### src/hdl/fms_pkg.sv
// fms_pkg: shared types, constants and arithmetic helpers of the fourier mode force sum
// no dependencies; used by fms_front, fms_back and fourier_mode_force_sum
package fms_pkg;

  localparam int QDEPTH = 2;

  // odd taylor coefficients of sin(pi/2 v), q30
  localparam logic signed [31:0] K1 = 32'sd1686629713;
  localparam logic signed [31:0] K3 = 32'sd693598668;
  localparam logic signed [31:0] K5 = 32'sd85569306;
  localparam logic signed [31:0] K7 = 32'sd5026995;
  localparam logic signed [31:0] K9 = 32'sd172272;
  localparam logic [30:0] Q30_ONE = 31'd1073741824;
  localparam logic signed [49:0] ACC_MAX = 50'sd140737488355327;
  localparam logic signed [49:0] ACC_MIN = -50'sd140737488355328;

  typedef enum logic [1:0] {
    QD_0 = 2'd0,
    QD_1 = 2'd1,
    QD_2 = 2'd2,
    QD_3 = 2'd3
  } quad_t;

  typedef enum logic [3:0] {
    ST_IDLE  = 4'b0001,
    ST_RUN   = 4'b0010,
    ST_DRAIN = 4'b0100,
    ST_DONE  = 4'b1000
  } state_t;

  typedef struct packed {
    logic signed [31:0] rx;
    logic signed [31:0] ry;
    logic signed [31:0] rz;
    logic signed [31:0] ix;
    logic signed [31:0] iy;
    logic signed [31:0] iz;
  } amp_t;

  typedef struct packed {
    logic signed [31:0] wx;
    logic signed [31:0] wy;
    logic signed [31:0] wz;
    amp_t               amp;
  } mode_t;

  typedef struct packed {
    logic               is_eval;
    logic               wr_ok;
    logic [7:0]         idx;
    logic signed [31:0] vx;
    logic signed [31:0] vy;
    logic signed [31:0] vz;
    amp_t               amp;
  } req_t;

  // (t * v) >> 30 rounded toward zero, v in [0, 2^30]
  function automatic logic signed [31:0] mul_q30(logic signed [31:0] t, logic [30:0] v);
    logic signed [63:0] a;
    logic signed [63:0] b;
    logic signed [63:0] p;
    a = 64'(t);
    b = {33'd0, v};
    p = a * b;
    if (p < 0) begin
      p = p + 64'sd1073741823;
    end
    return 32'(p >>> 30);
  endfunction

  // one horner step: k + (t * v2) >> 30
  function automatic logic signed [31:0] hstep(logic signed [31:0] t, logic [30:0] v2,
                                               logic signed [31:0] k);
    return k + mul_q30(t, v2);
  endfunction

  // final multiply by v, clamp to [0, 1], round to q16
  function automatic logic [16:0] sine_q16(logic signed [31:0] t, logic [30:0] v);
    logic signed [31:0] s;
    logic [31:0]        r;
    s = mul_q30(t, v);
    if (s < 0) begin
      s = 32'sd0;
    end
    if (s > $signed({1'b0, Q30_ONE})) begin
      s = $signed({1'b0, Q30_ONE});
    end
    r = (32'(s) + 32'd8192) >> 14;
    return r[16:0];
  endfunction

endpackage

### src/hdl/fms_front.sv
// fms_front: accepts input items, classifies them and holds them in a short queue
// depends on fms_pkg
module fms_front #(
  parameter int MAX_MODES = 256
) (
  input  logic                clk,
  input  logic                rst,
  input  logic                in_valid,
  output logic                in_ready,
  input  logic                req_type,
  input  logic [7:0]          mode_index,
  input  logic signed [31:0]  vec_x,
  input  logic signed [31:0]  vec_y,
  input  logic signed [31:0]  vec_z,
  input  logic signed [31:0]  amp_real_x,
  input  logic signed [31:0]  amp_real_y,
  input  logic signed [31:0]  amp_real_z,
  input  logic signed [31:0]  amp_imag_x,
  input  logic signed [31:0]  amp_imag_y,
  input  logic signed [31:0]  amp_imag_z,
  output logic                q_valid,
  output fms_pkg::req_t       q_item,
  input  logic                q_pop
);

  fms_pkg::req_t slot [fms_pkg::QDEPTH];
  fms_pkg::req_t item;
  logic          wp;
  logic          rp;
  logic [1:0]    cnt;
  logic          push;

  assign in_ready = (cnt != 2'(fms_pkg::QDEPTH));
  assign push     = in_valid && in_ready;
  assign q_valid  = (cnt != 2'd0);
  assign q_item   = slot[rp];

  always_comb begin
    item.is_eval = req_type;
    item.wr_ok   = !req_type && (32'(mode_index) < MAX_MODES);
    item.idx     = mode_index;
    item.vx      = vec_x;
    item.vy      = vec_y;
    item.vz      = vec_z;
    item.amp.rx  = amp_real_x;
    item.amp.ry  = amp_real_y;
    item.amp.rz  = amp_real_z;
    item.amp.ix  = amp_imag_x;
    item.amp.iy  = amp_imag_y;
    item.amp.iz  = amp_imag_z;
  end

  always_ff @(posedge clk) begin
    if (push) begin
      slot[wp] <= item;
    end
  end

  always_ff @(posedge clk) begin
    if (rst) begin
      wp  <= 1'b0;
      rp  <= 1'b0;
      cnt <= 2'd0;
    end else begin
      if (push) begin
        wp <= ~wp;
      end
      if (q_pop && q_valid) begin
        rp <= ~rp;
      end
      cnt <= cnt + 2'(push) - 2'(q_pop && q_valid);
    end
  end

endmodule

### config.mk
export PLATFORM = sky130hd
export DESIGN_NAME = fms_front
export DESIGN_NICKNAME = d
export VERILOG_FILES = /design/src/hdl/fms_pkg.sv /design/src/hdl/fms_front.sv
export SDC_FILE = /design/constraint.sdc
export NUM_CORES = 1
export LEC_CHECK = 0
export BUFFER_PORTS_ARGS = -buffer_cell sky130_fd_sc_hd__clkbuf_2
export CORE_AREA = 2 2 234 236
export DETAILED_ROUTE_END_ITERATION = 12
export DIE_AREA = 0 0 236 238
export PLACE_DENSITY = 0.66
export SLEW_MARGIN = 20
export SYNTH_ARGS = -nofsm -noshare
export SYNTH_HDL_FRONTEND = slang
export SYNTH_SLANG_ARGS = --single-unit
### constraint.sdc
create_clock -name clk -period 18.3 [get_ports clk]
set_input_delay 1.83 -clock clk [delete_from_list [all_inputs] [get_ports clk]]
set_output_delay 1.83 -clock clk [all_outputs]
set_load 0.005 [all_outputs]
Yosys cells after proc, flatten, opt, wreduce, memory -nomap -nowiden
Memory sizes are Yosys's and may differ from the RTL's. A register that Yosys moved wholly into a read port is not among the register bits.
Index checks and enable logic that the tools add are counted.
{"block": "classes", "bitwise": 2, "reduce_logical": 4, "n_eq_ne": 1, "div": 0, "n_addsub": 2, "n_lt_le_gt_ge": 0, "shifts": 0, "mux": 4, "mul": 0}
{"operator": "2-to-1 mux 1 bit", "count": 4}
{"operator": "adder 2 x 1 -> 2 bit", "count": 1}
{"operator": "logical AND 1 bit", "count": 2}
{"operator": "!= test 2 bit, second input constant", "count": 1}
{"operator": "inverter 1 bit", "count": 2}
{"operator": "nonzero test 2 bit", "count": 1}
{"operator": "subtractor 2 x 1 -> 2 bit", "count": 1}
{"operator": "zero test 1 bit", "count": 1}
{"block": "totals", "ram_bits": 596, "register_bits": 4, "mem_bits_ro": 0, "elab_cells": 17, "out_inout_bits": 300, "memories": 1, "in_bits": 301, "latch_bits": 0}
{"memory": "slot", "depth": 2, "word_bits": 298, "read_ports": 1, "rd_ports_with_merged_regs": 1, "wr": 1, "line_no": "fms_front.sv:26", "source": "fms_pkg::req_t slot [fms_pkg::QDEPTH];"}

Longest topological paths before layout
Gate-level depths: netlist of the first run.
{"block": "depth", "depth_word": 4, "ltp_mapped": 8, "mapped_depth_nobuf": 8}

Worst setup path before layout of the first run
Ideal clock, no wire load.
{"block": "synth_path", "kind": "input -> register", "start": "in in_valid", "end": "mem slot[0][0] (netlist name), enable pin", "path_slack_ps": 3084, "arrival_time_ps": 14254, "path_buffers": 0, "required_time_ps": 17337, "setup_ps": 963, "stages": 2, "cell_sequence": "nand2_1 -> nor2_1"}
{"block": "synth_via", "elab_chain_cells": 3}
{"element": "start: declaration", "line_no": "fms_front.sv:8", "source": "input logic in_valid,"}
{"element": "logical AND 1 bit", "line_no": "fms_front.sv:34", "source": "assign push = in_valid && in_ready;"}
{"element": "2-to-1 mux 1 bit", "line_no": "fms_front.sv:54", "source": "if (push) begin"}
{"element": "2-to-1 mux 1 bit (implied by the code)", "line_no": "fms_front.sv:55", "source": "slot[wp] <= item;"}
{"element": "end: declaration", "line_no": "fms_front.sv:26"}
Every way passes these cells.

==> flow_metrics.env, run 1 <==
export IMPL_power_leakage_nw=10.99
export IMPL_grt_setup_unrepaired="false"
export IMPL_report_final_slew_viol_count=0
export IMPL_cts_path_max_buffers=3
export IMPL_dp_hpwl_um=34340
export IMPL_postCtsSetupBuffers=0
export IMPL_synth_area_mm2=0.02264
export IMPL_synthAdderAreaFrac=0.001105
export IMPL_antenna_found_initial=8
export IMPL_grt_pass1_wl_um=70510
export IMPL_die_area_mm2=0.05617
export IMPL_synth_xor_area_frac=0.001161
export IMPL_wl_per_cell_um=20.95
export IMPL_synth_compound_area_frac=0.0003316
export IMPL_die_h_um=238
export IMPL_slowest_delay_ps=840
export IMPL_status="complete, no violations"
export IMPL_clock_root_buffer="clkbuf_16"
export IMPL_crit_path_end_kind="primary output"
export IMPL_grt_pass1_vias=11600
export IMPL_rows=85
export IMPL_async_reset_ff_frac=0
export IMPL_wl_um=49100
export IMPL_synth_area_per_cell_um2=23.78
export IMPL_remaining_drc_errors=0
export IMPL_synthCells=952
export IMPL_cp_slowest_cell="buf_4"
export IMPL_nNetsFinal=1895
export IMPL_grt_max_degree=165
export IMPL_cts_made_buffers=60
export IMPL_io_pins=601
export IMPL_synth_top_area_cell="edfxtp_1"
export IMPL_clk_insertion_delay_late_ps=590
export IMPL_synthMuxAreaShare=0.1852
export IMPL_crit_top_cell="buf_4"
export IMPL_hold_buffers=0
export IMPL_gr_usage_all_layers=0.1671
export IMPL_hp_class="flip-flop to flip-flop"
export IMPL_use_met1=0.1869
export IMPL_syn_to_final_growth_pct=24.36
export IMPL_grt_ovfl_total=0
export IMPL_synth_seq_area_share=0.7950
export IMPL_gp_congestion=0.8332
export IMPL_crit_family="buffers and inverters"
export IMPL_cp_required_ps=16470
export IMPL_drive_gt1_frac=0.6063
export IMPL_vias=11220
export IMPL_synthDominantCellAreaShare=0.7906
export IMPL_grtUsageMet3=0.05194
export IMPL_yosysMostFrequentCell="edfxtp_1"
export IMPL_fp_coreArea_mm2=0.05350
export IMPL_crit_cells=5
export IMPL_maxCapViolations=0
export IMPL_fmax_mhz=164.0
export IMPL_ys_ff_latch=601
export IMPL_cp_max_fo=60
export IMPL_yosys_area_share_simple=0.002377
export IMPL_synth_edf_count=596
export IMPL_critPathKind="flip-flop to primary output"
export IMPL_peakVddDrop_uv=88.25
export IMPL_cp_start_kind="flip-flop"
export IMPL_timing_final_crit_share=0.3331
export IMPL_path_buf_inv=4
export IMPL_skew_ps=9.186
export IMPL_drtIter0Drc=581
export IMPL_r2r_slack_ps=14410
export IMPL_clkSinkCount=601
export IMPL_worstHoldPathCells=2
export IMPL_cts_tree="done"
export IMPL_synthFlopType="edfxtp_1"
export IMPL_cts_max_level=2
export IMPL_busiest_layer="met2"
export IMPL_first_pass_iters=5
export IMPL_synth_nets=1255
export IMPL_synth_top_family_by_area="multiplexers"
export IMPL_yosysWarnings=0
export IMPL_finalSetupViolations=0
export IMPL_initial_core_util=0.4232
export IMPL_path_cells="buf_4 > buf_4 > buf_4 > mux2_4 > clkbuf_2"
export IMPL_holdWs_ps=531.5
export IMPL_worst_pin_slew_ps=1130
export IMPL_viasPerCell=4.788
export IMPL_portBuffers=600
export IMPL_worst_ep_arrival_time_ps=4270
export IMPL_relSlewSlack=0.2465
export IMPL_die_w_um=236
export IMPL_synth_distinct_cells=18
export IMPL_synth_common_cells="596 x edfxtp_1, 220 x mux2_4, 78 x mux2_2, 26 x buf_6, 7 x buf_2"
export IMPL_clk_pin_slew_ps=60
export IMPL_hold_viol_final=0
export IMPL_min_period_ps=6096
export IMPL_antenna_left=0
export IMPL_fin_tns_setup_ps=0
export IMPL_synth_area_leaders="edfxtp_1 79%, mux2_4 15%, mux2_2 3.9%, buf_6 1.3%, dfxtp_1 0.44%"
export IMPL_worst_r2r_path_depth=5
export IMPL_grt_met2_usage=0.2931
export IMPL_powerDensity_mw_per_mm2=136.0
export IMPL_cts_resized=0
tightest hold or removal path, cell delays in order (launching register included):
cell,delay (ps)
dfxtp_1,330
xnor2_1,80
nor2_1,90
cell usage in the layout (no fill, tap or decap), types with 2 or more instances in the layout:
master	n
clkbuf_2	600
edfxtp_1	596
mux2_4	220
mux2_2	78
clkbuf_16	61
clkbuf_1	18
clkinv_2	13
clkinv_1	11
buf_4	9
diode_2	6
nor2_1	4
dfxtp_1	4
bufinv_16	3
clkinvlp_4	3
inv_1	2
nor2b_1	2
xnor2_1	2
ha_1	2
routing by layer:
metal | routed length (um) | vias up
met5 | 27 | -
met4 | 1576 | 4
met3 | 3654 | 88
met2 | 25650 | 385
met1 | 18180 | 5642
li1 | - | 5099
power breakdown:
| group | switching (W) | leakage [nW] | total [W] | internal [W] |
|---|---|---|---|---|
| registers | 0.0000484 | 5.61 | 0.00178 | 0.00173 |
| clock network | 0.000487 | 0.897 | 0.00114 | 0.000656 |
| logic | 0.000439 | 4.48 | 0.000903 | 0.000464 |
registers in the layout (all words and copies together) (netlist names), named ones only:
| signal | flops |
|---|---|
| slot | 596 |
| cnt | 2 |
| rp | 1 |
| wp | 1 |
worst paths after layout:
kind                                 from            to
worst min-delay path                   rp            rp
worst max register to register     cnt[0]  slot[0][148]
worst min register to register         rp            rp
worst max-delay path            flip-flop   q_item[152]
stage by stage:
| step | total power (W) | setup slack, ps | cells | utilization | area (um2) |
|---|---|---|---|---|---|
| global route | 0.003984 | 11960 | 2342 | 0.5262 | 28150 |
| detailed placement | 0.002728 | 12810 | 2226 | 0.4915 | 26300 |
| global placement | 0.002713 | 12920 | 2226 | 0.4915 | 26300 |
| CTS | 0.003880 | 12160 | 2337 | 0.5259 | 28130 |
| floorplan | 0.002454 | 3084 | 952 | - | 22640 |
| finish | 0.003828 | 12200 | 2343 | 0.5263 | 28150 |
kinds of logic (layout without fill, tap and decap cells):
kind of cell             Yosys count  after routing
AO/OA/AOI/OAI                      1              1
XOR/XNOR                           3              3
adder cells (fa/ha/maj)            2              2
buffers and inverters             35            724
flip-flops                       601            601
multiplexers                     299            299
other                              0              6
AND/OR/NAND/NOR                   11             11
final cells by class:
type | instances | area, um2
Antenna cell | 6 | 15.01
Tap cell | 696 | 870.8
Inverter | 2 | 7.507
Fill cell | 4279 | 25340
Clock inverter | 31 | 230.2
Clock buffer | 80 | 1608
Timing Repair Buffer | 611 | 3102
Sequential cell | 601 | 18000
Multi-Input combinational cell | 316 | 4318
Power figures use the tool's default switching activity.
==> run 2: changes to the inputs <==
--- a/config.mk
+++ b/config.mk
@@ -5,6 +5,7 @@
 export SDC_FILE = /design/constraint.sdc
 export NUM_CORES = 1
 export LEC_CHECK = 0
+export ABC_AREA = 1
 export BUFFER_PORTS_ARGS = -buffer_cell sky130_fd_sc_hd__clkbuf_2
 export CORE_AREA = 2 2 234 236
 export DETAILED_ROUTE_END_ITERATION = 12
==> constraint.sdc (replaced) <==
create_clock -name clk -period 5.9 [get_ports clk]
set_input_delay 0.59 -clock clk [delete_from_list [all_inputs] [get_ports clk]]
set_output_delay 0.59 -clock clk [all_outputs]
set_load 0.005 [all_outputs]
==> flow_metrics.env, run 2 <==
export IMPL_clk_pin_slew_ps=60
export IMPL_drtIter0Drc=515
export IMPL_hold_viol_final=0
export IMPL_grt_ovfl_total=0
export IMPL_critPathKind="flip-flop to primary output"
export IMPL_layout_common_cells="600 x clkbuf_2, 596 x edfxtp_1, 201 x mux2_4, 97 x mux2_2, 63 x clkbuf_16"
export IMPL_synth_area_mm2=0.02258
export IMPL_clk_insertion_delay_late_ps=600
export IMPL_fp_coreArea_mm2=0.05350
export IMPL_cts_resized=0
export IMPL_status="complete, no violations"
export IMPL_clock_root_buffer="clkbuf_16"
export IMPL_power_switching_w=0.003040
export IMPL_synth_area_per_cell_um2=23.40
export IMPL_min_period_ps=3005
export IMPL_ys_ff_latch=601
export IMPL_hp_class="input port to flip-flop"
export IMPL_first_pass_iters=5
export IMPL_synth_area_leaders="edfxtp_1 79%, mux2_4 13%, mux2_2 4.8%, buf_6 1.3%, dfxtp_1 0.44%"
export IMPL_cts_path_max_buffers=3
export IMPL_cts_made_buffers=61
export IMPL_vias=11220
export IMPL_setup_worst_path_end="q_item[87]"
export IMPL_clkSinkCount=601
export IMPL_wl_per_cell_um=20.24
export IMPL_holdWs_ps=173.6
export IMPL_nNetsFinal=1907
export IMPL_drive_gt1_frac=0.6065
export IMPL_worst_r2r_path_depth=5
export IMPL_synthFlopType="edfxtp_1"
export IMPL_clockPowerShare=0.325
export IMPL_synth_nets=1268
export IMPL_relSlewSlack=0.2936
export IMPL_antenna_found_initial=5
export IMPL_place_area_mm2=0.02629
export IMPL_dp_hpwl_um=32380
export IMPL_grt_max_degree=154
export IMPL_synth_edf_count=596
export IMPL_p_comb_frac=0.222
export IMPL_initial_core_util=0.4221
export IMPL_worst_pin_slew_ps=1060
export IMPL_synth_distinct_cells=12
export IMPL_fin_tns_setup_ps=0
export IMPL_hold_buffers=0
export IMPL_grt_setup_unrepaired="false"
export IMPL_synth_top_area_cell="edfxtp_1"
export IMPL_swShare=0.2478
export IMPL_reg2reg_to="slot[0][155]"
export IMPL_layout_commonest_cell="clkbuf_2"
export IMPL_async_reset_ff_frac=0
export IMPL_largest_reg_flops=596
export IMPL_seq_power_share=0.453
export IMPL_rows=85
export IMPL_yosysMostFrequentCell="edfxtp_1"
export IMPL_synthDominantCellAreaShare=0.7925
export IMPL_portBuffers=600
export IMPL_synth_seq_area_share=0.7969
export IMPL_skew_ps=12.86
export IMPL_die_w_um=236
export IMPL_die_area_mm2=0.05617
export IMPL_cp_start_kind="flip-flop"
export IMPL_r2r_start="cnt[0]"
export IMPL_synth_common_cells="596 x edfxtp_1, 201 x mux2_4, 97 x mux2_2, 26 x buf_6"
export IMPL_yosysWarnings=0
export IMPL_regMostFlops="slot"
export IMPL_crit_path_end_kind="primary output"
export IMPL_power_leakage_nw=11.10
export IMPL_grt_pass1_wl_um=69040
export IMPL_fmax_mhz=332.8
export IMPL_antenna_left=0
export IMPL_cts_max_level=2
export IMPL_min_from="vec_x[1]"
export IMPL_gp_congestion=0.7721
export IMPL_timing_final_crit_share=0.5094
export IMPL_syn_to_final_growth_pct=25.80
export IMPL_worst_ep_arrival_time_ps=2420
export IMPL_viasPerCell=4.764
export IMPL_wl_um=47690
export IMPL_report_final_slew_viol_count=0
export IMPL_cp_required_ps=5310
export IMPL_remaining_drc_errors=0
export IMPL_synthCells=965
export IMPL_io_pins=601
export IMPL_cp_max_fo=137
export IMPL_p_int_w=0.009229
export IMPL_r2r_slack_ps=3440
export IMPL_grt_pass1_vias=11800
export IMPL_reg_top3="slot x596, cnt x2"
export IMPL_die_h_um=238
export IMPL_maxCapViolations=0
export IMPL_finalSetupViolations=0
export IMPL_worstHoldPathCells=1
export IMPL_powerDensity_mw_per_mm2=431.9
export IMPL_finalInstanceArea_mm2=0.02841
export IMPL_gr_usage_all_layers=0.1612
export IMPL_cts_tree="done"
export IMPL_postCtsSetupBuffers=0
export IMPL_postLayoutCoreUtil=0.5311
export IMPL_peakVddDrop_uv=353.8
run 2: cell count changes in the layout (fill, tap and decap cells not counted), moves of 4 or more:
cell,delta
buf_12,+5
buf_4,-6
bufinv_16,+8
clkbuf_1,-9
inv_1,+6
mux2_2,+19
mux2_4,-19
nand2_1,+7
nor2_1,+4
run 2: routing by layer:
layer  global-route usage  up-vias  share of wire
li1                     -     5130              -
met1               0.1793     5630           0.37
met2               0.2886      378           0.53
met3              0.05345       80          0.076
met4              0.05713        6          0.025
met5                    0        -        0.00084
run 2: stage by stage:
step | setup slack (ps) | total power (W) | std cells
2_1_floorplan | 331.9 | 0.007382 | 965
3_3_place_gp | 3374 | 0.008352 | 2237
3_5_place_dp | 3364 | 0.008398 | 2237
4_1_cts | 2833 | 0.01242 | 2353
5_1_grt | 2789 | 0.01275 | 2355
6_report | 2895 | 0.01227 | 2356
run 2: how the worst min path moves through the flow:
stage	to	slack, ps
floorplan	flip-flop	470
global placement	rp	490
detailed placement	flip-flop	500
CTS	slot[0][267]	130
global route	slot[0][269]	140
finish	slot[1][257]	170
run 2: critical path, cell delays in order, from the launching register on:
cell and delay, ps:
dfxtp_4 460, buf_12 570, mux2_4 360, clkbuf_2 130
run 2: cell families after synthesis:
logic type / after synthesis / share of synthesized area
AO/OA/AOI/OAI: 2 / 0.0004433
adder cells (fa/ha/maj): 2 / 0.001108
buffers and inverters: 42 / 0.01601
flip-flops: 601 / 0.7969
multiplexers: 298 / 0.1820
AND/OR/NAND/NOR: 20 / 0.003490
run 2: layout make-up:
cell class	count	area, um2
Multi-Input combinational cell	322	4232
Timing Repair Buffer	609	3146
Sequential cell	601	18000
Clock buffer	72	1610
Inverter	9	37.54
Clock inverter	44	505.5
Antenna cell	3	7.507
Tap cell	696	870.8
Fill cell	4322	25090
run 2: power by group through the flow:
stage	logic, W	clock network [W]	registers [W]
3_3_place_gp	0.00275	0	0.00560
6_report	0.00273	0.00399	0.00555
4_1_cts	0.00277	0.00410	0.00555
2_1_floorplan	0.00170	0	0.00569
3_5_place_dp	0.00276	0	0.00564
5_1_grt	0.00290	0.00426	0.00560
==> run 3: changes to the inputs <==
--- a/config.mk
+++ b/config.mk
@@ -7,10 +7,10 @@
 export LEC_CHECK = 0
 export ABC_AREA = 1
 export BUFFER_PORTS_ARGS = -buffer_cell sky130_fd_sc_hd__clkbuf_2
-export CORE_AREA = 2 2 234 236
+export CORE_AREA = 2 2 236 238
 export DETAILED_ROUTE_END_ITERATION = 12
-export DIE_AREA = 0 0 236 238
-export PLACE_DENSITY = 0.66
+export DIE_AREA = 0 0 238 240
+export PLACE_DENSITY = 0.68
 export SLEW_MARGIN = 20
 export SYNTH_ARGS = -nofsm -noshare
 export SYNTH_HDL_FRONTEND = slang
==> constraint.sdc (replaced) <==
create_clock -name clk -period 2.5 [get_ports clk]
set_input_delay 0.25 -clock clk [delete_from_list [all_inputs] [get_ports clk]]
set_output_delay 0.25 -clock clk [all_outputs]
set_load 0.005 [all_outputs]
==> flow_metrics.env, run 3 (same netlist as run 2, synthesis figures left out) <==
export IMPL_remaining_drc_errors=0
export IMPL_timing_final_crit_share=0.9289
export IMPL_hold_viol_final=0
export IMPL_cp_required_ps=2250
export IMPL_die_w_um=238
export IMPL_grt_max_degree=82
export IMPL_initial_core_util=0.4131
export IMPL_stdcell_count=2693
export IMPL_peakVddDrop_uv=661.0
export IMPL_antenna_found_initial=2
export IMPL_cts_max_level=3
export IMPL_power_leakage_nw=12.52
export IMPL_cp_max_fo=28
export IMPL_rows=86
export IMPL_viasPerCell=4.723
export IMPL_maxCapViolations=0
export IMPL_relSlewSlack=0.6212
export IMPL_clk_pin_slew_ps=60
export IMPL_postLayoutCoreUtil=0.5803
export IMPL_drive_gt1_frac=0.5224
export IMPL_powerDensity_mw_per_mm2=928.1
export IMPL_critPathKind="flip-flop to primary output"
export IMPL_grt_pass1_wl_um=78940
export IMPL_finalSetupViolations=0
export IMPL_drtIter0Drc=606
export IMPL_wl_um=54030
export IMPL_die_area_mm2=0.05712
export IMPL_fin_tns_setup_ps=0
export IMPL_wl_per_cell_um=20.06
export IMPL_skew_ps=21.64
export IMPL_gp_congestion=0.8008
export IMPL_cts_tree="done"
export IMPL_dp_cells=2275
export IMPL_layout_common_cells="600 x clkbuf_2, 596 x edfxtp_1, 300 x dlygate4sd3_1, 201 x mux2_4, 97 x mux2_2"
export IMPL_cts_path_max_buffers=3
export IMPL_hp_class="input port to flip-flop"
export IMPL_portBuffers=600
export IMPL_dp_hpwl_um=35550
export IMPL_cp_start_kind="flip-flop"
export IMPL_fp_coreArea_mm2=0.05466
export IMPL_clk_insertion_delay_late_ps=580
export IMPL_worst_ep_arrival_time_ps=2070
export IMPL_first_pass_iters=4
export IMPL_io_pins=601
export IMPL_gr_usage_all_layers=0.1825
export IMPL_vias=12720
export IMPL_clkSinkCount=601
export IMPL_worst_pin_slew_ps=568.2
export IMPL_largest_reg_flops=596
export IMPL_cts_made_buffers=66
export IMPL_nNetsFinal=2242
export IMPL_grt_setup_unrepaired="false"
export IMPL_status="complete, no violations"
export IMPL_regMostFlops="slot"
export IMPL_postCtsSetupBuffers=0
export IMPL_min_period_ps=2322
export IMPL_fmax_mhz=430.6
export IMPL_clock_root_buffer="clkbuf_16"
export IMPL_antenna_left=0
export IMPL_layout_commonest_cell="clkbuf_2"
export IMPL_grt_ovfl_total=0
export IMPL_reg_top3="slot x596, cnt x2"
export IMPL_crit_path_end_kind="primary output"
export IMPL_die_h_um=240
export IMPL_report_final_slew_viol_count=0
export IMPL_grt_pass1_vias=13820
export IMPL_syn_to_final_growth_pct=40.47
[run 3: per-stage QoR]
stage	hold slack, ps	area, um2	total power, W	setup WS (ps)
final	378.5	31720	0.02944	177.9
after global routing	351.1	31720	0.03061	79.29
after floorplan	313.8	22610	0.01744	-2883
after CTS	331.5	31710	0.02969	121.0
after global placement	421.4	26680	0.01998	806.8
after detailed placement	431.6	26680	0.02012	775.6
[run 3: layout make-up]
type	instances	area, um2
diodes	4	10.01
repair buffers	939	6511
multi-input cells	322	4247
clock inverters	33	281.5
fillers	3983	22940
flip-flops and latches	601	18000
well taps	704	880.8
inverters	9	37.54
clock buffers	81	1750
[run 3: path summary, 6_finish.rpt]
kind / from / end / slack [ps] / depth (start not counted)
worst max register to register: cnt[0] / slot[0][103] / 770 / 6
worst min register to register: rp / rp / 520 / 2
worst min-delay path: rst / cnt[0] / 380 / 3
worst max-delay path: flip-flop / q_item[83] / 180 / 4
[run 3: worst max-delay path, cell delays in order (launching register included)]
cell      delay, ps
dfxtp_4         450
buf_12          250
buf_12          270
mux2_4          330
clkbuf_2        120
[run 3: what timing repair did]
item	4_1_cts	5_1_grt
hold buffers	300	0
resized for setup	0	0
hold endpoints to repair	601	0
[run 3: routing by layer]
metal | vias up | share of wire | track usage | routed length (um)
met5 | - | 0 | 0 | 0
met4 | 0 | 0.038 | 0.07614 | 2030
met3 | 124 | 0.071 | 0.05763 | 3820
met2 | 491 | 0.53 | 0.3291 | 28410
met1 | 6296 | 0.37 | 0.1986 | 19770
li1 | 5807 | - | - | -
[run 3: where the power goes]
group | internal (W) | leakage [nW] | switching, W
Combinational | 0.00379 | 5.91 | 0.00339
Clock | 0.00532 | 1.00 | 0.00381
Sequential | 0.0127 | 5.61 | 0.000375
